### config.mk
export PLATFORM = sky130hd
export DESIGN_NAME = jlvd_ctrl
export DESIGN_NICKNAME = d
export VERILOG_FILES = /design/src/sv/assert_macros.svh /design/src/sv/jlvd_pkg.sv /design/src/sv/jlvd_ctrl.sv
export SDC_FILE = /design/constraint.sdc
export NUM_CORES = 1
export LEC_CHECK = 0
export BUFFER_PORTS_ARGS = -buffer_cell sky130_fd_sc_hd__buf_2
export CAP_MARGIN = 20
export CORE_MARGIN = 2
export CORE_UTILIZATION = 59
export CTS_CLUSTER_SIZE = 16
export DETAILED_ROUTE_END_ITERATION = 8
export GPL_ROUTABILITY_DRIVEN = 0
export PLACE_DENSITY = 0.84
export SLEW_MARGIN = 10
export SYNTH_ARGS = -nofsm -noshare
export SYNTH_HDL_FRONTEND = slang
export SYNTH_SLANG_ARGS = --single-unit
### constraint.sdc
create_clock -name clk -period 4.5 [get_ports clk]
set_clock_uncertainty 0.2 [all_clocks]
set_input_delay 0.45 -clock clk [delete_from_list [all_inputs] [get_ports clk]]
set_output_delay 0.45 -clock clk [all_outputs]
set_load 0.02 [all_outputs]
### src/sv/assert_macros.svh
// assertion helpers, clocked on clk and held off during reset
`ifndef ASSERT_MACROS_SVH
`define ASSERT_MACROS_SVH

// plain concurrent check on the rising edge of clk
`define CHECK_CLK(label, prop, msg) \
  label: assert property (@(posedge clk) disable iff (rst) prop) else $error(msg);

// implication whose consequent is checked in the next cycle
`define CHECK_NEXT(label, pre, post, msg) \
  label: assert property (@(posedge clk) disable iff (rst) (pre) |=> (post)) else $error(msg);

`endif

### src/sv/jlvd_pkg.sv
package jlvd_pkg;

  localparam logic signed [31:0] S32_MAX = 32'sh7fffffff;
  localparam logic signed [31:0] S32_MIN = 32'sh80000000;

  // joint index codes carried by the input field
  localparam int JOINT_CODES = 64;

  localparam logic [1:0] ZONE_FREE = 2'd0;
  localparam logic [1:0] ZONE_LOW  = 2'd1;
  localparam logic [1:0] ZONE_UPP  = 2'd2;

  localparam logic [1:0] CFG_TIME_STEP     = 2'd0;
  localparam logic [1:0] CFG_DAMPER_OFFSET = 2'd1;
  localparam logic [1:0] CFG_INFLUENCE     = 2'd2;
  localparam logic [1:0] CFG_SECURITY      = 2'd3;

  typedef enum logic [2:0] {
    DIV_LO = 3'd0,
    DIV_UP = 3'd1,
    DIV_G  = 3'd2,
    DIV_M  = 3'd3,
    DIV_C  = 3'd4
  } div_sel_t;

  typedef struct packed {
    logic     clear;
    logic     load_in;
    logic     calc_range;
    logic     calc_dist;
    logic     div_start;
    div_sel_t div_sel;
    logic     decide;
    logic     mul_g;
    logic     gain_upd;
    logic     mul_m;
    logic     cand_num;
    logic     finish;
    logic     load_out;
  } cmd_t;

  typedef struct packed {
    logic clear_last;
    logic active;
    logic div_done;
    logic target_free;
    logic need_latch;
    logic out_free;
  } sts_t;

  function automatic logic signed [31:0] sat33(input logic signed [32:0] x);
    if (x[32] != x[31]) begin
      return x[32] ? S32_MIN : S32_MAX;
    end
    return x[31:0];
  endfunction

endpackage

### src/sv/jlvd_ctrl.sv
module jlvd_ctrl
  import jlvd_pkg::*;
(
  input  logic clk,
  input  logic rst,
  input  logic in_valid,
  output logic in_stall,
  input  sts_t sts,
  output cmd_t cmd
);

  typedef enum logic [21:0] {
    ST_CLEAR  = 22'h000001,
    ST_IDLE   = 22'h000002,
    ST_RANGE  = 22'h000004,
    ST_DIST   = 22'h000008,
    ST_LO     = 22'h000010,
    ST_LO_W   = 22'h000020,
    ST_UP     = 22'h000040,
    ST_UP_W   = 22'h000080,
    ST_DECIDE = 22'h000100,
    ST_BRANCH = 22'h000200,
    ST_MULG   = 22'h000400,
    ST_DIVG   = 22'h000800,
    ST_DIVG_W = 22'h001000,
    ST_GAIN   = 22'h002000,
    ST_MULM   = 22'h004000,
    ST_DIVM   = 22'h008000,
    ST_DIVM_W = 22'h010000,
    ST_CNUM   = 22'h020000,
    ST_DIVC   = 22'h040000,
    ST_DIVC_W = 22'h080000,
    ST_FINISH = 22'h100000,
    ST_DONE   = 22'h200000
  } state_t;

  state_t state, state_next;

  always_ff @(posedge clk) begin
    if (rst) begin
      state <= ST_CLEAR;
    end else begin
      state <= state_next;
    end
  end

  always_comb begin
    state_next  = state;
    cmd         = '0;
    cmd.div_sel = DIV_LO;
    in_stall    = 1'b1;
    unique case (state)
      ST_CLEAR: begin
        cmd.clear = 1'b1;
        if (sts.clear_last) state_next = ST_IDLE;
      end
      ST_IDLE: begin
        in_stall = 1'b0;
        if (in_valid) begin
          cmd.load_in = 1'b1;
          state_next  = ST_RANGE;
        end
      end
      ST_RANGE: begin
        cmd.calc_range = 1'b1;
        state_next = sts.active ? ST_DIST : ST_DONE;
      end
      ST_DIST: begin
        cmd.calc_dist = 1'b1;
        state_next    = ST_LO;
      end
      ST_LO: begin
        cmd.div_start = 1'b1;
        cmd.div_sel   = DIV_LO;
        state_next    = ST_LO_W;
      end
      ST_LO_W: begin
        if (sts.div_done) state_next = ST_UP;
      end
      ST_UP: begin
        cmd.div_start = 1'b1;
        cmd.div_sel   = DIV_UP;
        state_next    = ST_UP_W;
      end
      ST_UP_W: begin
        if (sts.div_done) state_next = ST_DECIDE;
      end
      ST_DECIDE: begin
        cmd.decide = 1'b1;
        state_next = ST_BRANCH;
      end
      ST_BRANCH: begin
        if (sts.target_free) begin
          state_next = ST_FINISH;
        end else if (sts.need_latch) begin
          state_next = ST_MULG;
        end else begin
          state_next = ST_MULM;
        end
      end
      ST_MULG: begin
        cmd.mul_g  = 1'b1;
        state_next = ST_DIVG;
      end
      ST_DIVG: begin
        cmd.div_start = 1'b1;
        cmd.div_sel   = DIV_G;
        state_next    = ST_DIVG_W;
      end
      ST_DIVG_W: begin
        if (sts.div_done) state_next = ST_GAIN;
      end
      ST_GAIN: begin
        cmd.gain_upd = 1'b1;
        state_next   = ST_MULM;
      end
      ST_MULM: begin
        cmd.mul_m  = 1'b1;
        state_next = ST_DIVM;
      end
      ST_DIVM: begin
        cmd.div_start = 1'b1;
        cmd.div_sel   = DIV_M;
        state_next    = ST_DIVM_W;
      end
      ST_DIVM_W: begin
        if (sts.div_done) state_next = ST_CNUM;
      end
      ST_CNUM: begin
        cmd.cand_num = 1'b1;
        state_next   = ST_DIVC;
      end
      ST_DIVC: begin
        cmd.div_start = 1'b1;
        cmd.div_sel   = DIV_C;
        state_next    = ST_DIVC_W;
      end
      ST_DIVC_W: begin
        if (sts.div_done) state_next = ST_FINISH;
      end
      ST_FINISH: begin
        cmd.finish = 1'b1;
        state_next = ST_DONE;
      end
      ST_DONE: begin
        if (sts.out_free) begin
          cmd.load_out = 1'b1;
          state_next   = ST_IDLE;
        end
      end
      default: state_next = ST_IDLE;
    endcase
  end

endmodule

## Word level (Yosys, flattened, before mapping)

Index checks and enable logic that the tools add are counted.

- Bits in registers: 22
- Input bits: 9
- Output and inout port bits: 16
- Word-level logic and storage cells: 59

- Equality and inequality tests: 30
- Mux-type cells: 27
- Reduce and logical (&&, ||, !) cells: 1

Operators by type and width:

| operator | number |
|---|---|
| $pmux W22 S22 | 1 |
| $mux W22 | 10 |
| $eq A22 B1 Y1 const B | 1 |
| $eq A22 B10 Y1 const B | 1 |
| $eq A22 B11 Y1 const B | 1 |
| $eq A22 B12 Y1 const B | 1 |
| $eq A22 B13 Y1 const B | 1 |
| $eq A22 B14 Y1 const B | 1 |
| $eq A22 B15 Y1 const B | 1 |
| $eq A22 B16 Y1 const B | 1 |
| $eq A22 B17 Y1 const B | 1 |
| $eq A22 B18 Y1 const B | 1 |
| $eq A22 B19 Y1 const B | 1 |
| $eq A22 B2 Y1 const B | 1 |
| $eq A22 B20 Y1 const B | 1 |
| $eq A22 B21 Y1 const B | 1 |
| $eq A22 B22 Y1 const B | 1 |
| $eq A22 B3 Y1 const B | 1 |
| $eq A22 B4 Y1 const B | 1 |
| $eq A22 B5 Y1 const B | 1 |
| $eq A22 B6 Y1 const B | 1 |
| $eq A22 B7 Y1 const B | 1 |
| $eq A22 B8 Y1 const B | 1 |
| $eq A22 B9 Y1 const B | 1 |
| other kinds (5) | 25 |

## Logic depth before layout (Yosys ltp)

Gate-level depths: netlist (run 1).

- Depth in word-level cells: 3
- Gate-level depth with buffers: 8
- Depth with buffers taken out: 6

## Worst setup path before layout (run 1)

Ideal clock, no wire load.

- Path kind: reg-to-output
- Start: register state[12]
- End: output port cmd[6] in the netlist's numbering
- Data arrival time: 2093 ps
- Data required time: 3850 ps
- Path slack: 1757 ps
- Cell stages (with the launch flop): 6
- Cells stage by stage: dfxtp_1 nor4_2 nand2_1 or2_2 clkbuf_1 nor4_1

RTL lines:

| item | line | RTL |
|---|---|---|
| start, declared | jlvd_ctrl.sv:37 | `state_t state, state_next;` |
| start signal, assigned | jlvd_ctrl.sv:43 | `state <= state_next;` |
| end, declared | jlvd_ctrl.sv:9 | `output cmd_t cmd` |

==> results of run 1 <==
## metal layers
metal / track usage, % / part of all wire [%] / routed length (um)
met1: 37.6 / 43 / 1510
met2: 47.5 / 48 / 1700
met3: 4.29 / 7.3 / 254
met4: 8.97 / 1.1 / 37
met5: 0 / 0 / 0
## kinds of logic (layout without fill, tap and decap cells)
logic type	Yosys count	count (layout)	synth area share, %
buffers and inverters	16	33	5.04
flip-flops	22	22	31.7
AND/OR/NAND/NOR	102	102	45.6
XOR/XNOR	5	5	3.15
AO/OA/AOI/OAI	27	27	14.6
## layout by cell type (no fill, tap or decap), types with 2 or more instances in the layout
master,Yosys,routed
nor2_1,25,25
buf_2,7,24
dfxtp_1,22,22
nand2_1,10,10
nor3_1,9,9
nor3b_1,8,8
nand4_1,6,6
inv_1,6,6
nand3_1,5,5
nand2b_1,5,5
or3_1,5,5
nor4_1,4,4
xor2_1,4,4
o21ai_0,4,4
a21oi_1,4,4
nor4_4,3,3
nand3b_1,3,3
nor4b_1,3,3
o2bb2ai_1,3,3
clkbuf_4,0,3
nor4_2,2,2
nand4b_1,2,2
or2_2,2,2
a211oi_1,2,2
o32ai_1,2,2
and3_1,2,2
o2111ai_1,2,2
nor2b_1,2,2
a21o_1,2,2
## per-stage QoR
step / worst slack (ns) / area [um2]
detailed placement: 1.79 / 1500
finish: 1.42 / 1520
CTS: 1.43 / 1520
global route: 1.22 / 1520
global placement: 1.87 / 1500
floorplan: 1.76 / 1390
## worst min path at each step
stage | start | end | slack, ns | depth (start not counted)
3_3_place_gp | state[12] | state[12] | 0.33 | 1
6_report | sts[1] | state[10] | 0.17 | 2
2_1_floorplan | state[3] | state[4] | 0.31 | 2
5_1_grt | sts[1] | state[10] | 0.17 | 2
3_5_place_dp | state[12] | state[12] | 0.35 | 1
4_1_cts | sts[1] | state[10] | 0.17 | 2
## area by class of cell
| type | count | area (um2) | share of cell area [%] |
|---|---|---|---|
| well taps | 28 | 35.0 | 2.30 |
| clock buffers | 3 | 22.5 | 1.48 |
| inverters | 6 | 22.5 | 1.48 |
| flip-flops and latches | 22 | 440 | 28.9 |
| repair buffers | 24 | 120 | 7.89 |
| multi-input cells | 134 | 881 | 57.9 |
## power groups by stage
| stage | registers, uW | clock network (uW) | logic [uW] |
|---|---|---|---|
| 5_1_grt | 206 | 101 | 72.5 |
| 2_1_floorplan | 204 | 0 | 51.8 |
| 4_1_cts | 204 | 91.2 | 65.1 |
| 3_5_place_dp | 209 | 0 | 64.9 |
| 6_report | 205 | 90.7 | 65.9 |
| 3_3_place_gp | 209 | 0 | 61.8 |
## worst register-to-register path, cell delays in order, from the launching register on
cell and delay (ns):
dfxtp_1 0.37, nor4_2 0.59, nand4_1 0.29, o32ai_1 0.49
or3_1 0.32, or3_1 0.18, nor3b_1 0.06
==> run summary, run 1 <==
DR vias: 1398
Dpl hpwl: 2680 um
Final Setup Violations: 0
Post-Layout Cell Count: 217
Post-Route Utilization: 68.8%
Leakage power total: 0.000678 uW
Vias in the first global route: 1322
Core box area: 0.00221 mm2
Total chip power: 361 uW
Reg-to-reg startpoint: state[12]
WP data required: 3.85 ns
Syn nets: 181
CTS tree: done
Starting Density: 62.9%
Final TNS setup: 0 ns
CP Depth: 6
Final Hold Fails: 0
Post-synth EDFFs: 0
Crit Path Class: flop to output pin
Worst slew pin tran: 0.607 ns
Worst setup EP type: output pin
Post-placement cell count: 214
Syn Area/Cell: 8.09 um2
Final WL: 3500 um
Worst VDD drop: 186 uV
Sequential area share after synthesis: 31.7%
Final net count: 200
Post_cts resized: 0
Layout cell share with drive strength beyond 1: 21.2%
Clock root cell: clkbuf_4
Dominant cell by count in the synthesized netlist: nor2_1
Vias per cell: 6.44
Crit. Startpoint: state[5]
Area grow syn2layout: 9.35%
Max-cap viol count: 0
Switching power: 107 uW
ANT nets after route: 0
Logic gate share of total power: 18.2%
Initial antenna violation count: 0
# rows: 17
Pin count of the biggest net entering global routing: 16
Cell with the largest stage delay on the worst path: or4_4
Top reg by flops: state
Worst-Skew Late Latency: 0.31 ns
Sequential share of power: 56.6%
Largest register FFs: 22
CTS Sinks: 22
WL/cell: 16.1 um
Drt initial violations: 58
Top FF cell, synth: dfxtp_1
Crit-path leading delay family: simple AND/OR/NAND/NOR gates
CP Max Fanout: 6
Worst Path Arrival: 2.43 ns
Final Cycle Share: 68.4%
Sw Ratio: 29.5%
Clock power share: 25.1%
Post-Syn Instances: 172
# H-tree levels: 1
Worst setup path endpoint: cmd[12]
Share of synthesized flip-flops with an asynchronous set or reset: 0%
#FFs+latches synth: 22
Post-CTS Setup Inserts: 0
Total grt overflow: 0
Min Tclk post-route: 3.08 ns
HP Class: primary input to flop
Worst path cell trace: nor4_4 > nand3_2 > or2_4 > or4_4 > inv_1 > buf_2
Ant. Diodes: 0
Filler Cell Count: 213
Synth area leader: dfxtp_1
Worst-case reg-to-reg path depth: 6
Die area: 0.00276 mm2
Worst Path Buf+Inv: 2
Post-synth top cells: nor2_1, dfxtp_1, nand2_1
Die X: 52.6 um
Post-Syn Area: 0.00139 mm2
Critical Path Source Type: flop
Worst hold slack: 0.166 ns
Number of I/O pins: 25
First-pass GRT wire length: 5980 um
CTS Buffer Depth: 2
Internal: 255 uW
Tot GR Track Use: 28.5%
First-pass iteration count of the detailed router: 4
Fmax: 325 MHz
Area share of the largest cell type after synthesis: 31.7%
Drt drc: 0
Status: complete, no violations
Unrepaired setup endpoints after global routing: false
Yosys warnings: 0
Biggest regs: state: 22 flops
Crit-path max cell delay: 0.53 ns
PD cells: 237 mW/mm2
CTS Hold Bufs: 0
TritonCTS Buffers: 3
Slew margin rel.: 59.2%
Synth area leaders: dfxtp_1, nor2_1, nor4_4
Worst-path clk slew: 0.12 ns
Port buffer count: 24
Die Ht: 52.6 um
Max-slew violations: 0
Synth unique cells: 45
R2R setup slack: 1.88 ns
R2r endpoint: state[8]
(Power assumes the default switching activity.)
==> run 2, diff against run 1 <==
--- a/config.mk
+++ b/config.mk
@@ -8,11 +8,11 @@
 export BUFFER_PORTS_ARGS = -buffer_cell sky130_fd_sc_hd__buf_2
 export CAP_MARGIN = 20
 export CORE_MARGIN = 2
-export CORE_UTILIZATION = 59
+export CORE_UTILIZATION = 49
 export CTS_CLUSTER_SIZE = 16
 export DETAILED_ROUTE_END_ITERATION = 8
 export GPL_ROUTABILITY_DRIVEN = 0
-export PLACE_DENSITY = 0.84
+export PLACE_DENSITY = 0.74
 export SLEW_MARGIN = 10
 export SYNTH_ARGS = -nofsm -noshare
 export SYNTH_HDL_FRONTEND = slang
==> constraint.sdc (replaced) <==
create_clock -name clk -period 2.55 [get_ports clk]
set_clock_uncertainty 0.2 [all_clocks]
set_input_delay 0.255 -clock clk [delete_from_list [all_inputs] [get_ports clk]]
set_output_delay 0.255 -clock clk [all_outputs]
set_load 0.02 [all_outputs]
==> run summary, run 2 (synthesized netlist as in run 1, its figures left out) <==
PD cells: 425 mW/mm2 (was 237 mW/mm2)
Final Hold Fails: 0 (unchanged)
ANT nets after route: 0 (unchanged)
Most frequent cells in the layout: buf_4, nor2_1, buf_2, dfxtp_1, nand2_1 (was nor2_1, buf_2, dfxtp_1, nand2_1, nor3_1)
Unrepaired setup endpoints after global routing: true (was false)
Worst Path Arrival: 2.15 ns (was 2.43 ns)
# H-tree levels: 1 (unchanged)
Worst setup EP type: output pin (unchanged)
Initial antenna violation count: 0 (unchanged)
Number of I/O pins: 25 (unchanged)
First-pass iteration count of the detailed router: 4 (unchanged)
Leakage power total: 0.000839 uW (was 0.000678 uW)
Ant. Diodes: 0 (unchanged)
Worst-path clk slew: 0.13 ns (was 0.12 ns)
Core box area: 0.00273 mm2 (was 0.00221 mm2)
Commonest non-fill, non-tap cell in the layout: buf_4 (was nor2_1)
Max-slew violations: 0 (unchanged)
Drt drc: 0 (unchanged)
Final Cycle Share: 102%
Filler Cell Count: 200 (was 213)
Setup WS post-layout: -0.0547 ns (was 1.42 ns)
Total grt overflow: 0 (unchanged)
CP Max Fanout: 5 (was 6)
Vias per cell: 6.16 (was 6.44)
Port buffer count: 24 (unchanged)
Biggest regs: state: 22 flops (unchanged)
Total chip power: 801 uW (was 361 uW)
Die X: 57.3 um (was 52.6 um)
Min Tclk post-route: 2.60 ns
Reg-to-reg startpoint: state[17] (was state[12])
First-pass GRT wire length: 6240 um (was 5980 um)
Clock root cell: clkbuf_4 (unchanged)
Drt initial violations: 94 (was 58)
Post-placement cell count: 225 (was 214)
Pin count of the biggest net entering global routing: 16 (unchanged)
Violated checks: setup timing
Worst-case reg-to-reg path depth: 8 (was 6)
Starting Density: 50.9% (was 62.9%)
R2r endpoint: state[8] (unchanged)
Largest register FFs: 22 (unchanged)
WP data required: 2.10 ns (was 3.85 ns)
Die Ht: 57.3 um (was 52.6 um)
Layout cell share with drive strength beyond 1: 40.7% (was 21.2%)
Critical Path Source Type: flop (unchanged)
Die area: 0.00328 mm2 (was 0.00276 mm2)
Final WL: 3950 um (was 3500 um)
Dpl hpwl: 2570 um (was 2680 um)
Crit Path Class: flop to output pin (unchanged)
CTS Sinks: 22 (unchanged)
Final Setup Violations: 2 (was 0)
Final net count: 226 (was 200)
Dpl ws: 0.143 ns (was 1.79 ns)
Worst slew pin tran: 0.415 ns (was 0.607 ns)
Top reg by flops: state (unchanged)
Slew margin rel.: 72.3% (was 59.2%)
Worst path cell trace: nor4_4 > nand3_2 > or2_4 > or4_4 > inv_2 > buf_6 (was nor4_4 > nand3_2 > or2_4 > or4_4 > inv_1 > buf_2)
Tot GR Track Use: 24.2% (was 28.5%)
Crit-path max cell delay: 0.44 ns (was 0.53 ns)
Fmax: 384 MHz
Worst-Skew Late Latency: 0.32 ns (was 0.31 ns)
HP Class: primary input to flop (unchanged)
Cell with the largest stage delay on the worst path: or4_4 (unchanged)
Area grow syn2layout: 35.5% (was 9.35%)
Status: complete, but fails checks (was complete, no violations)
Post-Layout Cell Count: 247 (was 217)
R2R setup slack: 0.15 ns (was 1.88 ns)
DR vias: 1521 (was 1398)
Max-cap viol count: 0 (unchanged)
Crit. Startpoint: state[5] (unchanged)
Worst hold slack: 0.00162 ns (was 0.166 ns)
WL/cell: 16.0 um (was 16.1 um)
CTS Buffer Depth: 2 (unchanged)
CTS tree: done (unchanged)
TritonCTS Buffers: 3 (unchanged)
Vias in the first global route: 1385 (was 1322)
# rows: 19 (was 17)
Worst VDD drop: 729 uV (was 186 uV)
Worst setup path endpoint: cmd[12] (unchanged)
## run 2: metrics by stage
| step | util, % | setup TNS (ns) | instance area (um2) |
|---|---|---|---|
| floorplan | - | 0 | 1390 |
| global placement | 57.2 | 0 | 1560 |
| detailed placement | 57.2 | 0 | 1560 |
| CTS | 64.0 | -0.000117 | 1750 |
| global route | 69.0 | -1.08 | 1890 |
| finish | 69.0 | -0.0686 | 1890 |
## run 2: layer usage
metal	GRT usage (%)	part of all wire [%]	up-vias
met1	30.1	44	727
met3	7.03	5.8	6
li1	-	-	722
met2	39.9	49	66
met4	8.31	1.6	0
met5	0	0	-
## run 2: how the worst min path moves through the flow
stage | slack [ns] | endpoint | cells past startpoint | from
final | 0.002 | state[0] | 3 | sts[5]
after global routing | 0.02 | state[0] | 3 | sts[5]
after CTS | 0.006 | state[0] | 3 | sts[5]
after detailed placement | 0.30 | state[10] | 2 | sts[1]
after global placement | 0.29 | state[10] | 2 | sts[1]
after floorplan | 0.20 | state[10] | 1 | sts[1]
## run 2: worst max-delay path, delay by kind of cell (launching register included)
family | cells | cell delay (ns)
and+or+nand+nor | 4 | 1.27
DFF | 1 | 0.39
buffers and inverters | 2 | 0.17
## run 2: layout make-up
class	count	area, um2	area share, %
Tap cell	31	38.8	2.06
Multi-Input combinational cell	134	965	51.2
Clock buffer	3	22.5	1.19
Sequential cell	22	460	24.4
Inverter	6	22.5	1.19
Clock inverter	1	30.0	1.59
Timing Repair Buffer	50	347	18.4
## run 2: report_power, final
group	total (uW)	switching (uW)	internal, uW
Sequential	361	15.4	345
Combinational	162	84.1	77.7
Clock	279	120	159
Total	801	219	582
## run 2: timing repair
action,CTS,global route
hold buffers,1,1
resized for setup,17,23
setup endpoints to repair,9,13
setup buffers,9,7
cloned,0,0
pin swaps,6,10
endpoints found under the hold margin,2,1
==> run 3, diff against run 2 <==
--- a/config.mk
+++ b/config.mk
@@ -8,11 +8,11 @@
 export BUFFER_PORTS_ARGS = -buffer_cell sky130_fd_sc_hd__buf_2
 export CAP_MARGIN = 20
 export CORE_MARGIN = 2
-export CORE_UTILIZATION = 49
+export CORE_UTILIZATION = 59
 export CTS_CLUSTER_SIZE = 16
 export DETAILED_ROUTE_END_ITERATION = 8
 export GPL_ROUTABILITY_DRIVEN = 0
-export PLACE_DENSITY = 0.74
+export PLACE_DENSITY = 0.84
 export SLEW_MARGIN = 10
 export SYNTH_ARGS = -nofsm -noshare
 export SYNTH_HDL_FRONTEND = slang
==> constraint.sdc (replaced) <==
create_clock -name clk -period 3.24 [get_ports clk]
set_clock_uncertainty 0.2 [all_clocks]
set_input_delay 0.324 -clock clk [delete_from_list [all_inputs] [get_ports clk]]
set_output_delay 0.324 -clock clk [all_outputs]
set_load 0.02 [all_outputs]
==> run summary, run 3 (synthesized netlist as in run 1, its figures left out) <==
Status: complete, no violations (was complete, but fails checks)
Drt drc: 0 (unchanged)
Crit Path Class: flop to output pin (unchanged)
Die X: 52.6 um (was 57.3 um)
Starting Density: 62.9% (was 50.9%)
Layout cell share with drive strength beyond 1: 21.6% (was 40.7%)
Biggest regs: state: 22 flops (unchanged)
CTS Hold Bufs: 0 (was 1)
Worst-case reg-to-reg path depth: 6 (was 8)
Worst path cell trace: nor4_2 > nand4_1 > nor2_1 > nand2_1 > nor3b_1 > buf_2 (was nor4_4 > nand3_2 > or2_4 > or4_4 > inv_2 > buf_6)
Critical Path Source Type: flop (unchanged)
DR vias: 1404 (was 1521)
First-pass GRT wire length: 5660 um (was 6240 um)
Unrepaired setup endpoints after global routing: false (was true)
Pin count of the biggest net entering global routing: 16 (unchanged)
Port buffer count: 24 (unchanged)
Clock root cell: clkbuf_4 (unchanged)
Worst-Skew Late Latency: 0.31 ns (was 0.32 ns)
Final net count: 200 (was 226)
Filler Cell Count: 201 (was 200)
Slew margin rel.: 54.6% (was 72.3%)
CP Depth: 6 (unchanged)
Met3 Resource Use GR: 2.86% (was 7.03%)
HP Class: primary input to flop (unchanged)
Area of the multi-input gates: 881 um2 (was 965 um2)
Crit-path leading delay family: simple AND/OR/NAND/NOR gates (unchanged)
Internal: 379 uW (was 582 uW)
Worst hold stages: 2 (was 3)
Core box area: 0.00221 mm2 (was 0.00273 mm2)
Post_cts resized: 0 (was 17)
Worst-path clk slew: 0.12 ns (was 0.13 ns)
Commonest non-fill, non-tap cell in the layout: nor2_1 (was buf_4)
Worst Path Arrival: 2.48 ns (was 2.15 ns)
Hold Path End: state[10] (was state[0])
Sequential share of power: 54.0% (was 45.0%)
R2R setup slack: 0.58 ns (was 0.15 ns)
Final Setup Violations: 0 (was 2)
Seq. cell area: 440 um2 (was 460 um2)
Final WL: 3340 um (was 3950 um)
Final Cycle Share: 92.7%
CTS Sinks: 22 (unchanged)
Reg-to-reg startpoint: state[12] (was state[17])
Top reg by flops: state (unchanged)
Total grt overflow: 0 (unchanged)
CP Max Fanout: 7 (was 5)
Met2 Use GR: 45.0% (was 39.9%)
Worst setup EP type: output pin (unchanged)
PD cells: 344 mW/mm2 (was 425 mW/mm2)
Post-CTS Setup Inserts: 0 (was 9)
Final TNS setup: 0 ns (was -0.0686 ns)
Worst slew pin tran: 0.675 ns (was 0.415 ns)
Crit-path max cell delay: 0.65 ns (was 0.44 ns)
WL/cell: 15.3 um (was 16.0 um)
Die area: 0.00276 mm2 (was 0.00328 mm2)
Total chip power: 528 uW (was 801 uW)
Largest register FFs: 22 (unchanged)
Clock power share: 29.1% (was 34.8%)
Vias in the first global route: 1247 (was 1385)
Ant. Diodes: 0 (unchanged)
R2r endpoint: state[8] (unchanged)
Logic gate share of total power: 17.0% (was 20.2%)
Tot GR Track Use: 27.3% (was 24.2%)
CTS Buffer Depth: 2 (unchanged)
Worst Path Buf+Inv: 1 (was 2)
# H-tree levels: 1 (unchanged)
Vias per cell: 6.44 (was 6.16)
Leakage power total: 0.000685 uW (was 0.000839 uW)
Gr busiest metal: met2 (unchanged)
Max-cap viol count: 0 (unchanged)
Dpl hpwl: 2580 um (was 2570 um)
Fmax: 333 MHz
Switching power: 149 uW (was 219 uW)
Most frequent cells in the layout: nor2_1, buf_2, dfxtp_1, nand2_1, nor3_1 (was buf_4, nor2_1, buf_2, dfxtp_1, nand2_1)
Worst VDD drop: 295 uV (was 729 uV)
Cell with the largest stage delay on the worst path: nor4_2 (was or4_4)
CTS tree: done (unchanged)
Grt met1 use: 36.9% (was 30.1%)
Drt initial violations: 62 (was 94)
Sw Ratio: 28.2% (was 27.4%)
Die Ht: 52.6 um (was 57.3 um)
Initial antenna violation count: 0 (unchanged)
WP data required: 2.72 ns (was 2.10 ns)
Area grow syn2layout: 10.3% (was 35.5%)
Final Hold Fails: 0 (unchanged)
# rows: 17 (was 19)
Min Tclk post-route: 3.00 ns
ANT nets after route: 0 (unchanged)
Hold Startpoint: sts[1] (was sts[5])
TritonCTS Buffers: 3 (unchanged)
Number of I/O pins: 25 (unchanged)
Max-slew violations: 0 (unchanged)
First-pass iteration count of the detailed router: 4 (unchanged)
## run 3: cell types whose count changed in the layout (fill, tap and decap cells not counted), moves of 3 or more
cell and change:
buf_4 -27, dfxtp_1 +8, dfxtp_4 -4, dfxtp_2 -4, buf_6 -3, nor2_1 +4
buf_2 +6, nor2_2 -3
## run 3: stage by stage
step / worst slack, ns / area [um2] / util (%) / cells / hold WS, ns
floorplan: 0.623 / 1390 / - / 172 / 0.270
finish: 0.236 / 1540 / 69.4 / 218 / 0.0465
global route: 0.0796 / 1540 / 69.4 / 218 / 0.0374
detailed placement: 0.673 / 1500 / 67.8 / 214 / 0.368
CTS: 0.317 / 1540 / 69.4 / 218 / 0.0408
global placement: 0.712 / 1500 / 67.8 / 214 / 0.330
## run 3: how the worst max path moves through the flow
stage	slack (ns)	to	start
6_report	0.24	cmd[1]	state[12]
5_1_grt	0.08	cmd[1]	state[12]
4_1_cts	0.32	cmd[1]	state[12]
3_5_place_dp	0.67	cmd[1]	state[12]
3_3_place_gp	0.71	cmd[12]	state[5]
2_1_floorplan	0.62	cmd[6]	state[12]
## run 3: metal layers
layer / routed length, um / share of wire [%] / up-vias
li1: - / - / 671
met1: 1400 / 42 / 647
met2: 1630 / 49 / 76
met3: 259 / 7.8 / 10
met4: 52 / 1.6 / 0
met5: 0 / 0 / -
## run 3: power by group through the flow
| stage | registers (uW) | logic (uW) | clock network [uW] |
|---|---|---|---|
| floorplan | 284 | 71.9 | 0 |
| global placement | 290 | 85.3 | 0 |
| detailed placement | 291 | 88.1 | 0 |
| CTS | 285 | 88.2 | 157 |
| global route | 286 | 99.3 | 168 |
| finish | 285 | 89.4 | 153 |
## run 3: final cells by class
cell class	count	share of cell area, %
clock buffer	4	2.36
inverter	6	1.47
multi-input combinational	134	57.4
sequential	22	28.7
tap	28	2.28
timing repair buffer	24	7.82
